## src/sv/i2p_pkg.sv

```systemverilog
// ----------------------------------------------------------------------------
// i2p_pkg
// Shared types, character codes and classification helpers for the
// infix-to-postfix converter.
// ----------------------------------------------------------------------------
package i2p_pkg;

  localparam logic [7:0] CH_PLUS   = 8'h2B;  // '+'
  localparam logic [7:0] CH_MINUS  = 8'h2D;  // '-'
  localparam logic [7:0] CH_STAR   = 8'h2A;  // '*'
  localparam logic [7:0] CH_SLASH  = 8'h2F;  // '/'
  localparam logic [7:0] CH_CARET  = 8'h5E;  // '^'
  localparam logic [7:0] CH_LPAR   = 8'h28;  // '('
  localparam logic [7:0] CH_RPAR   = 8'h29;  // ')'
  localparam logic [7:0] CH_SPACE  = 8'h20;  // ' '
  localparam logic [7:0] CH_LOW_A  = 8'd97;
  localparam logic [7:0] CH_LOW_Z  = 8'd122;
  localparam logic [7:0] CH_NUL    = 8'h00;

  // rank offset by one so that it fits an unsigned code: -1 -> 0 ... 2 -> 3
  localparam logic [1:0] RANK_NONE  = 2'd0;
  localparam logic [1:0] RANK_CARET = 2'd1;
  localparam logic [1:0] RANK_ADD   = 2'd2;
  localparam logic [1:0] RANK_MUL   = 2'd3;

  typedef enum logic [2:0] {
    KIND_LETTER,
    KIND_LPAR,
    KIND_RPAR,
    KIND_SPACE,
    KIND_OP,
    KIND_EOL
  } kind_t;

  typedef struct packed {
    logic latch;      // capture the incoming word
    logic push_in;    // push the incoming '('
    logic push_op;    // push the held operator
    logic pop;        // drop the top entry
    logic emit_top;   // send the top entry out
    logic emit_char;  // send the held letter out
    logic emit_term;  // send the terminator out
    logic top_last;   // last flag for emit_top
    logic err_extra;  // error that the current word will raise
    logic set_err;
    logic clear_eol;
  } cmd_t;

  typedef struct packed {
    kind_t in_kind;
    kind_t kind;
    logic  count_zero;
    logic  count_one;
    logic  top_lpar;
    logic  below_lpar;
    logic  stop_top;    // held operator must not pop the top
    logic  stop_below;  // held operator must not pop the entry below top
    logic  open_zero;   // no '(' on the stack
    logic  out_free;
  } sts_t;

  function automatic logic [1:0] rank_of(input logic [7:0] ch);
    logic [1:0] r;
    unique case (ch)
      CH_PLUS, CH_MINUS: r = RANK_ADD;
      CH_STAR, CH_SLASH: r = RANK_MUL;
      CH_CARET:          r = RANK_CARET;
      default:           r = RANK_NONE;
    endcase
    return r;
  endfunction

  function automatic kind_t classify(input logic [7:0] ch, input logic eol);
    kind_t k;
    priority if (eol) begin
      k = KIND_EOL;
    end else if (ch >= CH_LOW_A && ch <= CH_LOW_Z) begin
      k = KIND_LETTER;
    end else if (ch == CH_LPAR) begin
      k = KIND_LPAR;
    end else if (ch == CH_RPAR) begin
      k = KIND_RPAR;
    end else if (ch == CH_SPACE) begin
      k = KIND_SPACE;
    end else begin
      k = KIND_OP;
    end
    return k;
  endfunction

endpackage

```

## src/sv/i2p_ram.sv

```systemverilog
// ----------------------------------------------------------------------------
// i2p_ram
// Generic RAM: one write port, two read ports, registered read data.
// ----------------------------------------------------------------------------
module i2p_ram #(
  parameter int WIDTH = 8,
  parameter int DEPTH = 32
) (
  input  logic                     clk,
  input  logic                     we,
  input  logic [$clog2(DEPTH)-1:0] waddr,
  input  logic [WIDTH-1:0]         wdata,
  input  logic [$clog2(DEPTH)-1:0] raddr_a,
  output logic [WIDTH-1:0]         rdata_a,
  input  logic [$clog2(DEPTH)-1:0] raddr_b,
  output logic [WIDTH-1:0]         rdata_b
);

  logic [WIDTH-1:0] mem [DEPTH];

  always_ff @(posedge clk) begin
    if (we) begin
      mem[waddr] <= wdata;
    end
    rdata_a <= mem[raddr_a];
    rdata_b <= mem[raddr_b];
  end

endmodule

```

## src/sv/i2p_dpath.sv

```systemverilog
// ----------------------------------------------------------------------------
// i2p_dpath
// Operator stack, counters, sticky error and the output register.
// ----------------------------------------------------------------------------
module i2p_dpath #(
  parameter int STACK_DEPTH = 32
) (
  input  logic          clk,
  input  logic          rst,
  input  logic [7:0]    in_char,
  input  logic          end_of_line,
  input  i2p_pkg::cmd_t cmd,
  output i2p_pkg::sts_t sts,
  output logic          out_valid,
  input  logic          out_ready,
  output logic [7:0]    out_char,
  output logic          is_terminator,
  output logic          last_of_run,
  output logic          error_flag
);
  import i2p_pkg::*;

  localparam int AW = $clog2(STACK_DEPTH);
  localparam int CW = $clog2(STACK_DEPTH + 1);

  logic [CW-1:0] count;
  logic [CW-1:0] open_count;
  logic          error_seen;
  logic [7:0]    cur_char;
  kind_t         cur_kind;

  logic [CW-1:0] top_pos;
  logic [CW-1:0] below_pos;
  logic [7:0]    top_data;
  logic [7:0]    below_data;
  logic          full;
  logic          push;
  logic          do_write;
  logic [1:0]    cur_rank;
  logic          out_free;

  assign top_pos   = count - CW'(1);
  assign below_pos = count - CW'(2);
  assign full      = (count == CW'(STACK_DEPTH));
  assign push      = cmd.push_in | cmd.push_op;
  assign do_write  = push & ~full;
  assign cur_rank  = rank_of(cur_char);
  assign out_free  = ~out_valid | out_ready;

  i2p_ram #(
    .WIDTH(8),
    .DEPTH(STACK_DEPTH)
  ) u_stack (
    .clk     (clk),
    .we      (do_write),
    .waddr   (count[AW-1:0]),
    .wdata   (cmd.push_in ? in_char : cur_char),
    .raddr_a (top_pos[AW-1:0]),
    .rdata_a (top_data),
    .raddr_b (below_pos[AW-1:0]),
    .rdata_b (below_data)
  );

  always_comb begin
    sts.in_kind    = classify(in_char, end_of_line);
    sts.kind       = cur_kind;
    sts.count_zero = (count == '0);
    sts.count_one  = (count == CW'(1));
    sts.top_lpar   = (top_data == CH_LPAR);
    sts.below_lpar = (below_data == CH_LPAR);
    sts.stop_top   = (top_data == CH_LPAR) || (cur_rank > rank_of(top_data));
    sts.stop_below = (below_data == CH_LPAR) || (cur_rank > rank_of(below_data));
    sts.open_zero  = (open_count == '0);
    sts.out_free   = out_free;
  end

  always_ff @(posedge clk) begin
    if (rst) begin
      count      <= '0;
      open_count <= '0;
      error_seen <= 1'b0;
      out_valid  <= 1'b0;
      cur_kind   <= KIND_SPACE;
    end else begin
      if (cmd.latch) begin
        cur_kind <= sts.in_kind;
      end

      priority if (cmd.clear_eol) begin
        count <= '0;
      end else if (cmd.pop) begin
        count <= count - CW'(1);
      end else if (do_write) begin
        count <= count + CW'(1);
      end else begin
        count <= count;
      end

      priority if (cmd.clear_eol) begin
        open_count <= '0;
      end else if (cmd.pop && sts.top_lpar) begin
        open_count <= open_count - CW'(1);
      end else if (do_write && cmd.push_in) begin
        open_count <= open_count + CW'(1);
      end else begin
        open_count <= open_count;
      end

      // overflow: drop the push, flag it
      priority if (cmd.clear_eol) begin
        error_seen <= 1'b0;
      end else if (cmd.set_err || (push && full)) begin
        error_seen <= 1'b1;
      end else begin
        error_seen <= error_seen;
      end

      if (cmd.emit_top || cmd.emit_char || cmd.emit_term) begin
        out_valid <= 1'b1;
      end else if (out_ready) begin
        out_valid <= 1'b0;
      end
    end
  end

  always_ff @(posedge clk) begin
    if (cmd.latch) begin
      cur_char <= in_char;
    end
    priority if (cmd.emit_top) begin
      out_char      <= top_data;
      is_terminator <= 1'b0;
      last_of_run   <= cmd.top_last;
      error_flag    <= error_seen | cmd.err_extra;
    end else if (cmd.emit_char) begin
      out_char      <= cur_char;
      is_terminator <= 1'b0;
      last_of_run   <= 1'b1;
      error_flag    <= error_seen;
    end else if (cmd.emit_term) begin
      out_char      <= CH_NUL;
      is_terminator <= 1'b1;
      last_of_run   <= 1'b1;
      error_flag    <= error_seen;
    end else begin
      out_char      <= out_char;
      is_terminator <= is_terminator;
      last_of_run   <= last_of_run;
      error_flag    <= error_flag;
    end
  end

endmodule

```

## src/sv/i2p_ctrl.sv

```systemverilog
// ----------------------------------------------------------------------------
// i2p_ctrl
// Sequencer: accepts one word, then walks the stack one pop at a time.
// ----------------------------------------------------------------------------
module i2p_ctrl (
  input  logic          clk,
  input  logic          rst,
  input  logic          in_valid,
  output logic          in_ready,
  input  i2p_pkg::sts_t sts,
  output i2p_pkg::cmd_t cmd
);
  import i2p_pkg::*;

  typedef enum logic [2:0] {
    S_IDLE,
    S_CHAR,
    S_RD,
    S_DEC,
    S_TERM
  } state_t;

  state_t state;
  state_t state_next;

  assign in_ready = (state == S_IDLE);

  always_comb begin
    cmd        = '0;
    state_next = state;
    unique case (state)
      S_IDLE: begin
        if (in_valid) begin
          cmd.latch = 1'b1;
          unique case (sts.in_kind)
            KIND_LETTER: state_next = S_CHAR;
            KIND_LPAR:   cmd.push_in = 1'b1;
            KIND_SPACE:  state_next = S_IDLE;
            KIND_RPAR, KIND_OP, KIND_EOL: state_next = S_RD;
            default:     state_next = S_IDLE;
          endcase
        end
      end
      S_CHAR: begin
        if (sts.out_free) begin
          cmd.emit_char = 1'b1;
          state_next    = S_IDLE;
        end
      end
      // wait out the registered stack read
      S_RD: state_next = S_DEC;
      S_DEC: begin
        unique case (sts.kind)
          KIND_EOL: begin
            if (sts.count_zero) begin
              state_next = S_TERM;
            end else if (sts.out_free) begin
              cmd.emit_top = 1'b1;
              cmd.pop      = 1'b1;
              state_next   = S_RD;
            end
          end
          KIND_RPAR: begin
            if (sts.count_zero) begin
              cmd.set_err = 1'b1;
              state_next  = S_IDLE;
            end else if (sts.top_lpar) begin
              cmd.pop    = 1'b1;
              state_next = S_IDLE;
            end else if (sts.out_free) begin
              cmd.emit_top  = 1'b1;
              cmd.pop       = 1'b1;
              cmd.err_extra = sts.open_zero;
              cmd.top_last  = sts.open_zero ? sts.count_one : sts.below_lpar;
              if (sts.open_zero && sts.count_one) begin
                cmd.set_err = 1'b1;
                state_next  = S_IDLE;
              end else begin
                state_next = S_RD;
              end
            end
          end
          KIND_OP: begin
            if (sts.count_zero || sts.stop_top) begin
              cmd.push_op = 1'b1;
              state_next  = S_IDLE;
            end else if (sts.out_free) begin
              cmd.emit_top = 1'b1;
              cmd.pop      = 1'b1;
              cmd.top_last = sts.count_one | sts.stop_below;
              state_next   = S_RD;
            end
          end
          default: state_next = S_IDLE;
        endcase
      end
      S_TERM: begin
        if (sts.out_free) begin
          cmd.emit_term = 1'b1;
          cmd.clear_eol = 1'b1;
          state_next    = S_IDLE;
        end
      end
      default: state_next = S_IDLE;
    endcase
  end

  always_ff @(posedge clk) begin
    if (rst) begin
      state <= S_IDLE;
    end else begin
      state <= state_next;
    end
  end

endmodule

```

## src/sv/infix_to_postfix_converter.sv

```systemverilog
// ----------------------------------------------------------------------------
// infix_to_postfix_converter
// Shunting-yard conversion of an infix character stream to postfix.
//
//   channel | handshake            | payload
//   --------+----------------------+-------------------------------------------
//   input   | in_valid / in_ready  | in_char, end_of_line
//   output  | out_valid / out_ready| out_char, is_terminator, last_of_run,
//           |                      | error_flag
//
// A letter goes out from S_CHAR. A word that touches the stack (operator,
// ')', end of line) passes S_RD and S_DEC for each entry popped and sent out,
// to wait out the registered read of the stack memory; end of line then adds
// a terminator from S_TERM. Reset clears the stack count, the '(' count and
// the error flag. A stalled output holds the sequencer in place; one finished
// word can wait in the output register while the next stack read proceeds.
// ----------------------------------------------------------------------------
module infix_to_postfix_converter #(
  parameter int STACK_DEPTH = 32
) (
  input  logic       clk,
  input  logic       rst,
  input  logic       in_valid,
  output logic       in_ready,
  input  logic [7:0] in_char,
  input  logic       end_of_line,
  output logic       out_valid,
  input  logic       out_ready,
  output logic [7:0] out_char,
  output logic       is_terminator,
  output logic       last_of_run,
  output logic       error_flag
);
  import i2p_pkg::*;

  cmd_t cmd;
  sts_t sts;

  i2p_ctrl u_ctrl (
    .clk      (clk),
    .rst      (rst),
    .in_valid (in_valid),
    .in_ready (in_ready),
    .sts      (sts),
    .cmd      (cmd)
  );

  i2p_dpath #(
    .STACK_DEPTH(STACK_DEPTH)
  ) u_dpath (
    .clk           (clk),
    .rst           (rst),
    .in_char       (in_char),
    .end_of_line   (end_of_line),
    .cmd           (cmd),
    .sts           (sts),
    .out_valid     (out_valid),
    .out_ready     (out_ready),
    .out_char      (out_char),
    .is_terminator (is_terminator),
    .last_of_run   (last_of_run),
    .error_flag    (error_flag)
  );

  // a terminator always closes its run and carries a null character
  a_term_last: assert property (@(posedge clk) disable iff (rst)
    out_valid && is_terminator |-> last_of_run && out_char == CH_NUL)
    else $error("terminator without last flag or with nonzero char");

  // popping a '(' means the open count cannot be zero
  a_lpar_count: assert property (@(posedge clk) disable iff (rst)
    cmd.pop && sts.top_lpar |-> !sts.open_zero)
    else $error("'(' popped with zero open count");

  // never push and pop in one cycle
  a_push_pop: assert property (@(posedge clk) disable iff (rst)
    !((cmd.push_in || cmd.push_op) && cmd.pop))
    else $error("push and pop in the same cycle");

  // a new word is only loaded into the output while the slot is free
  a_out_free: assert property (@(posedge clk) disable iff (rst)
    (cmd.emit_top || cmd.emit_char || cmd.emit_term) |-> (!out_valid || out_ready))
    else $error("output overwritten while stalled");

endmodule
```

## config.mk

```make
export PLATFORM = sky130hd
export DESIGN_NAME = infix_to_postfix_converter
export DESIGN_NICKNAME = d
export VERILOG_FILES = /design/src/sv/i2p_pkg.sv /design/src/sv/i2p_ram.sv /design/src/sv/i2p_dpath.sv /design/src/sv/i2p_ctrl.sv /design/src/sv/infix_to_postfix_converter.sv
export SDC_FILE = /design/constraint.sdc
export NUM_CORES = 1
export LEC_CHECK = 0
export ABC_CLOCK_PERIOD_IN_PS = 4400
export BUFFER_PORTS_ARGS = -buffer_cell sky130_fd_sc_hd__buf_2
export CORE_AREA = 4 4 212 152
export DETAILED_ROUTE_END_ITERATION = 10
export DIE_AREA = 0 0 216 156
export PLACE_DENSITY = 0.65
export SETUP_SLACK_MARGIN = 0.4
export SYNTH_ARGS = -nofsm -noshare
export SYNTH_HDL_FRONTEND = slang
export SYNTH_SLANG_ARGS = --single-unit
```

## constraint.sdc

```tcl
create_clock -name clk -period 4.4 [get_ports clk]
set_input_delay 0.44 -clock clk [delete_from_list [all_inputs] [get_ports clk]]
set_output_delay 0.44 -clock clk [all_outputs]
set_load 0.005 [all_outputs]
```

After elaboration in Yosys (flattened, before gate mapping):

Memories as Yosys holds them, arrays and structs flattened. A register that Yosys moved wholly into a read port is not among the register bits.
Index checks and enable logic that the tools add are counted.

* multiplexer cells: 65
* $lt $le $gt $ge: 4
* bitwise logic cells: 7
* reduce and logical (&&, ||, !) cells: 30
* $add $sub $neg: 5
* equality and inequality tests: 37

Operator list (number)
* equality test 8 x 6 -> 1 bit, second input constant: 17
* 2-to-1 mux 3 bit: 17
* 2-to-1 mux 8 bit: 4
* equality test 8 x 7 -> 1 bit, second input constant: 3
* 2-to-1 mux 6 bit: 4
* case mux 2 bit (3 select lines): 4
* 2-to-1 mux 1 bit: 23
* 2-to-1 mux 2 bit: 9
* case mux 3 bit (3 select lines): 2
* OR reduction 2 bit: 9
* equality test 3 bit, second input constant: 5
* adder 6 x 1 -> 6 bit, second input constant: 2
* equality test 3 x 2 -> 1 bit, second input constant: 4
* zero test 6 bit: 2
* case mux 3 bit (4 select lines): 1
* subtractor 6 x 1 -> 6 bit, second input constant: 2
* >= comparator 8 x 7 -> 1 bit, second input constant: 1
* <= comparator 8 x 7 -> 1 bit, second input constant: 1
* equality test 3 x 1 -> 1 bit, second input constant: 2
* equality test 6 x 1 -> 1 bit, second input constant: 1
* equality test 6 bit, second input constant: 1
* zero test 3 bit: 2
* logical OR 1 bit: 6
* nonzero test 2 bit: 3
* other kinds (13): 23

* memories: 1
* output and inout port bits: 13
* logic and storage cells: 160
* register bits: 39
* input bits: 13
* bits in writable memories: 256

Memories
* u_dpath.u_stack.mem: depth 32, bits a word 8, read ports 2, clocked after Yosys merged registers in 2, write ports 1, line i2p_ram.sv:19 `logic [WIDTH-1:0] mem [DEPTH];`

Longest topological paths before layout:

* depth after elaboration: 15
* gate-level depth with buffers: 14
* depth with buffers taken out: 13

Hierarchy:

A second synthesis with hierarchy kept.

* cell total of the unflattened synthesis: 834
* area total of the unflattened synthesis: 14975.6 um^2

Modules (own cells, without submodules)
* i2p_ram: seq. area each 8007.7 um^2, times used 1, area each 12208.0 um^2, cells an instance 532
* i2p_dpath: seq. area each 900.9 um^2, times used 1, area each 2311.0 um^2, cells an instance 238
* i2p_ctrl: seq. area each 60.1 um^2, times used 1, area each 456.7 um^2, cells an instance 64

Least setup slack after synthesis:

OpenSTA, ideal clock, no wires.

* path kind: reg-to-reg
* start: register u_dpath.count[1]
* end: register u_dpath.u_stack.rdata_a[0] (read register of u_dpath.u_stack.mem)
* required time: 4.279 ns
* data arrival time: 3.336 ns
* path slack: 0.944 ns
* buffers on the path: 5
* cell stages (with the launch flop): 11
* library setup time: 0.121 ns
* period minus slack after synthesis: 3.456 ns
* cell sequence: dfxtp_1 buf_1 clkbuf_1 inv_1 ha_1 buf_2 buf_2 clkbuf_1 mux4_2 mux4_2 mux2_2

* longest elaborated chain between the ends: 1

RTL lines
* start, declared: line i2p_dpath.sv:26 `logic [CW-1:0] count;`
* start signal, assigned: line i2p_dpath.sv:92 `count <= count - CW'(1);`
* start signal, assigned: line i2p_dpath.sv:94 `count <= count + CW'(1);`
* start signal, assigned: line i2p_dpath.sv:96 `count <= count;`
* subtractor 6 x 1 -> 6 bit
* end, declared: line i2p_ram.sv:14 `output logic [WIDTH-1:0] rdata_a,`

No other way between the ends.
A chain may end at the register's enable or synchronous reset.

Worst setup path after layout:

* start: register u_dpath.cur_char[4]
* end: memory u_dpath.u_stack.mem[6][5] (enable)

* longest elaborated chain between the ends: 13
* elaborated cells on any way between the ends: 18
* those cells by class: order compare: 1; eq/ne: 5; mux: 6; bitwise: 2; reduce/logical: 4

RTL lines
* start, declared: line i2p_dpath.sv:29 `logic [7:0] cur_char;`
* start signal, assigned: line i2p_dpath.sv:128 `cur_char <= in_char;`
* equality test 8 x 6 -> 1 bit: line i2p_pkg.sv:64 `unique case (ch)`
* OR reduction 2 bit: line i2p_pkg.sv:64
* case mux 2 bit (3 select lines) (*): line i2p_pkg.sv:64
* greater-than comparator 2 bit (*): line i2p_dpath.sv:71 `sts.stop_top = (top_data == CH_LPAR) || (cur_rank > rank_of(top_data));`
* logical OR 1 bit (*): line i2p_dpath.sv:71
* logical OR 1 bit (*): line i2p_ctrl.sv:84 `if (sts.count_zero || sts.stop_top) begin`
* 2-to-1 mux 1 bit (*): line i2p_ctrl.sv:84
* 2-to-1 mux 1 bit (*): line i2p_ctrl.sv:53 `unique case (sts.kind)`
* 2-to-1 mux 3 bit (*): line i2p_ctrl.sv:31 `unique case (state)`
* bitwise OR 1 bit (*): line i2p_dpath.sv:45 `assign push = cmd.push_in | cmd.push_op;`
* AND 1 bit (*): line i2p_dpath.sv:46 `assign do_write = push & ~full;`
* 2-to-1 mux 1 bit (*): line i2p_ram.sv:22 `if (we) begin`
* 2-to-1 mux 1 bit (not written as such) (*): line i2p_ram.sv:23 `mem[waddr] <= wdata;`
* end, declared: line i2p_ram.sv:19

Every way passes the cells marked *; elsewhere a longest branch is shown, timed or not.

==> flow_summary.rst <==
.. list-table::
   :header-rows: 1

   * - Metric
     - Value
   * - Worst reg2reg endpoint
     - u_dpath.u_stack.mem[6][5]$_DFFE_PP_
   * - Clock period minus worst slack
     - 3802 ps
   * - Destination of the worst hold path
     - u_dpath.cur_char[7]$_DFFE_PP_
   * - Power Internal
     - 4745 µW
   * - Startpoint type of the worst setup path
     - flop
   * - Biggest fanout along the worst timing path
     - 8
   * - RSZ-0062 raised after global routing
     - false
   * - Clock network power share
     - 42.9%
   * - Final setup viols
     - 0
   * - Largest net degree at the start of global routing
     - 103
   * - Grt met2 use
     - 32.80%
   * - Via density per instance
     - ~6.7
   * - Fin Hold WS
     - around 85 ps
   * - Global-route track usage on met3
     - under 10%
   * - Footprint of the multi-input gates
     - between 5000 and 6000 µm²
   * - Post-detailed-placement half-perimeter wirelength
     - 27590 µm
   * - Post-DP Area
     - between 15000 and 20000 µm²
   * - Period utilization
     - 86.42%
   * - Starting density of the core
     - between 40% and 50%
   * - Arrival @ worst endpoint
     - 3990 ps
   * - I/O pin cnt
     - 26
   * - EDFF count, synth
     - about 270
   * - Number of nets at the end of the flow
     - 903
   * - Max Cap Viol
     - 0
   * - Post-CTS Hold Fix Bufs
     - 0
   * - Power Density
     - 363.4 nW/µm²
   * - Total leakage power
     - between 0.005 and 0.006 µW
   * - Number of buffers inserted to repair setup after CTS
     - 0
   * - Seq pwr share
     - a little over half
   * - Register area
     - around 9000 µm²
   * - Result of the run
     - finished clean
   * - Routed Antenna Nets
     - 0
   * - Maximum vdd drop
     - roughly 0.00028 V
   * - Initial antenna violation count
     - 1
   * - Distinct cell type count after synthesis
     - 66
   * - Switching Fraction
     - between 20% and 30%
   * - Count of port buffers added during placement
     - 25
   * - Fmax
     - between 200 and 300 MHz
   * - Total Power
     - around 6000 µW
   * - Synth Area in Compound Gates
     - 3.602%
   * - Number of global-route vias before repair
     - 8423
   * - Wire per inst
     - 30.13 µm
   * - WHS Path Cells
     - 1
   * - Layer with the highest usage
     - met1
   * - Number of buffers on the longest clock path
     - 3
   * - TritonCTS sink count
     - 311
   * - Simple-gate share of the synthesized area
     - 6.633%
   * - Post-synthesis share of cell area spent on full adders, half adders and majority gates
     - 1.092%
   * - Drt total wl
     - 39540 µm
   * - Commonest register cell after synthesis
     - sky130_fd_sc_hd__edfxtp_1
   * - Slew at the pin closest to its max-slew limit
     - 1153 ps
   * - Net Sw Power
     - 1248 µW
   * - Number of failing hold endpoints at the final stage
     - 0
   * - Number of nets produced by synthesis
     - 869
   * - Clock transition at path regs
     - 60 ps
   * - Global-route wire length before repair
     - 58240 µm
   * - Dominant combinational cell family by area after synthesis
     - multiplexers
   * - Classification of the worst-slack hold path
     - input pin to flop
   * - Mux share of post-synthesis cell area
     - 25.81%
   * - Die width
     - 216 µm
   * - Final design area excluding fillers
     - between 15000 and 20000 µm²
   * - Hold wc startpoint
     - in_char[7]
   * - Global-route usage over all layers
     - 23.68%
   * - DRC violation total after the first TritonRoute iteration
     - 1189
   * - Required arrival time at the worst endpoint
     - 4580 ps
   * - Die outline area
     - about 34000 µm²
   * - DRC violations left
     - 0
   * - Final worst slack
     - approximately 600 ps
   * - Area of the core
     - between 20000 and 30000 µm²
   * - Portion of total power attributed to combinational logic
     - under 10%
   * - Post-Synthesis Cells
     - between 800 and 900
   * - Vias after detailed routing
     - 8779
   * - Final worst clock skew
     - 12.24 ps
   * - Clock latency of the later-clocked register in the worst-skew pair
     - approximately 560 ps
   * - N_diodes
     - 0
   * - Clock Tree Root
     - sky130_fd_sc_hd__clkbuf_16
   * - Area added between synthesis and finish
     - 10.68%
   * - Place WS
     - roughly 570 ps
   * - Crit. End Element
     - flop
   * - Summed instance area of the synthesized netlist
     - 14900 µm²
   * - Setup total negative slack
     - 0 ps
   * - Clock tree from TritonCTS
     - done
   * - Final count of pins violating max slew
     - 0
   * - Fraction of synthesized cell area in xor and xnor cells
     - 0.7557%
   * - Slack of the worst reg-to-reg path
     - 600 ps
   * - Die boundary height
     - between 150 and 200 µm
   * - Number of flip-flops and latches in the synthesized netlist
     - roughly 310
   * - Number of CTS-inserted buffers
     - 30
   * - Fraction of layout cells with a size suffix above 1
     - roughly a third
   * - Ys async rst share
     - 0%
   * - Standard-cell rows
     - between 50 and 60
   * - CTS HTree Levels
     - 1
   * - Congestion Overflow GR
     - 0
   * - Worst R2R Start
     - u_dpath.cur_char[4]$_DFFE_PP_
   * - Global routing met1 resource utilization
     - 36.19%
   * - Tightest slew margin relative to the limit
     - 22.77%
   * - Seq/Total Area, Yosys
     - about three fifths
   * - Crit Path Category
     - flop to flop
   * - Mean instance size in the synthesized netlist
     - 17.68 µm²
   * - Detailed-router iteration count before antenna repair
     - 6
   * - Crit path launch
     - u_dpath.cur_char[4]$_DFFE_PP_
   * - Yosys warns
     - 0
   * - Filler cell count in the final layout
     - around 2300
   * - R2R cell count
     - 13
   * - Final weighted congestion in routability-driven placement
     - 0.9420
## layout by cell type (no fill, tap or decap), types with 8 or more instances in the layout
cell type | synthesis | layout
sky130_fd_sc_hd__ha_1 | 13 | 12
sky130_fd_sc_hd__o21ai_0 | 13 | 12
sky130_fd_sc_hd__a22o_1 | 8 | 8
sky130_fd_sc_hd__nand3_1 | 13 | 13
sky130_fd_sc_hd__buf_4 | 0 | 24
sky130_fd_sc_hd__nand2b_1 | 10 | 10
sky130_fd_sc_hd__mux4_2 | 160 | 160
sky130_fd_sc_hd__nand2_1 | 27 | 27
sky130_fd_sc_hd__clkbuf_16 | 0 | 31
sky130_fd_sc_hd__mux2_2 | 17 | 17
sky130_fd_sc_hd__buf_2 | 19 | 25
sky130_fd_sc_hd__a21oi_1 | 13 | 13
sky130_fd_sc_hd__edfxtp_1 | 274 | 274
sky130_fd_sc_hd__nor3_1 | 13 | 13
sky130_fd_sc_hd__nor2_1 | 69 | 66
sky130_fd_sc_hd__and2_1 | 14 | 14
sky130_fd_sc_hd__dfxtp_1 | 37 | 35
## flip-flops by register name, summed over array words and instances, names as in the netlist, 3 cells and up
signal                   cells
u_ctrl.state                 3
u_dpath.count                6
u_dpath.cur_char             8
u_dpath.cur_kind             3
u_dpath.open_count           6
u_dpath.out_char             8
u_dpath.u_stack.mem        256
u_dpath.u_stack.rdata_a      8
u_dpath.u_stack.rdata_b      8
## per-stage QoR
step / util [%] / instances
2_1_floorplan: - / 843
3_3_place_gp: 51.89 / 1257
3_5_place_dp: 51.89 / 1257
4_1_cts: 55.12 / 1312
5_1_grt: 55.15 / 1312
6_report: 55.15 / 1312
## cells in the mapped netlist (7+ instances only)
cell type | instances | area, µm²
sky130_fd_sc_hd__buf_6 | 7 | 78.83
sky130_fd_sc_hd__and2_1 | 14 | 87.58
sky130_fd_sc_hd__a22o_1 | 8 | 70.07
sky130_fd_sc_hd__nand2_1 | 27 | 101.4
sky130_fd_sc_hd__nor2b_1 | 7 | 43.79
sky130_fd_sc_hd__xor2_1 | 7 | 61.31
sky130_fd_sc_hd__buf_2 | 19 | 95.09
sky130_fd_sc_hd__edfxtp_1 | 274 | 8228
sky130_fd_sc_hd__ha_1 | 13 | 162.7
sky130_fd_sc_hd__inv_1 | 7 | 26.28
sky130_fd_sc_hd__dfxtp_1 | 37 | 740.7
sky130_fd_sc_hd__o21ai_0 | 13 | 65.06
sky130_fd_sc_hd__clkbuf_1 | 17 | 63.81
sky130_fd_sc_hd__nand2b_1 | 10 | 62.56
sky130_fd_sc_hd__nand3_1 | 13 | 65.06
sky130_fd_sc_hd__nor3_1 | 13 | 65.06
sky130_fd_sc_hd__mux2_2 | 17 | 191.4
sky130_fd_sc_hd__mux4_2 | 160 | 3603
sky130_fd_sc_hd__nor2_1 | 69 | 259.0
sky130_fd_sc_hd__a21oi_1 | 13 | 65.06
## cell type report
class	instances	share of cell area, %
well taps	412	3.125
inverters	8	0.1821
clock buffers	37	4.840
clock inverters	18	1.024
flip-flops and latches	311	54.41
repair buffers	50	1.972
multi-input cells	476	34.45
## worst max-delay path: stages (launching register included)
cell                       delay, ps
sky130_fd_sc_hd__edfxtp_1        430
sky130_fd_sc_hd__nor2_1          120
sky130_fd_sc_hd__nand2_1         100
sky130_fd_sc_hd__nor2_1          100
sky130_fd_sc_hd__a21oi_1          60
sky130_fd_sc_hd__o22ai_1         160
sky130_fd_sc_hd__nand4b_1        170
sky130_fd_sc_hd__ha_1            310
sky130_fd_sc_hd__nand2_1          70
sky130_fd_sc_hd__o21ai_1         170
sky130_fd_sc_hd__o21ai_2         310
sky130_fd_sc_hd__or2_1           270
sky130_fd_sc_hd__nand3b_1        400
sky130_fd_sc_hd__nor2_1          750
## timing repair
action	4_1_cts	5_1_grt
endpoints found under the setup margin	0	138
gates resized for setup	0	4
endpoints found under the hold margin	0	0
## logic make-up after synthesis
family	count (synthesis)
AO/OA/AOI/OAI	76
adder cells (fa/ha/maj)	13
flip-flops	311
XOR/XNOR	12
multiplexers	182
AND/OR/NAND/NOR	193
buffers and inverters	56
## per-layer routing
metal | wire length [µm] | up-vias
met1 | 16780 | 4541
li1 | - | 3580
met5 | 13 | -
met2 | 16500 | 596
met4 | 623 | 2
met3 | 5618 | 60
## power by group through the flow
stage,clock network (µW),logic [µW],registers (µW)
floorplan,0,84.9,3310
finish,2570,164,3260
CTS,2610,164,3260
detailed placement,0,163,3320
global route,2740,177,3260
global placement,0,156,3320
## worst max path at each step
stage	endpoint	slack [ps]	depth (start not counted)
2_1_floorplan	u_dpath.u_stack.rdata_a[0]$_DFF_P_	940	10
3_3_place_gp	u_dpath.u_stack.mem[27][0]$_DFFE_PP_	720	9
3_5_place_dp	u_dpath.u_stack.mem[27][0]$_DFFE_PP_	570	13
4_1_cts	u_dpath.u_stack.mem[27][5]$_DFFE_PP_	530	13
5_1_grt	u_dpath.u_stack.mem[11][0]$_DFFE_PP_	430	10
6_report	u_dpath.u_stack.mem[6][5]$_DFFE_PP_	600	13
(Power assumes the default switching activity.)
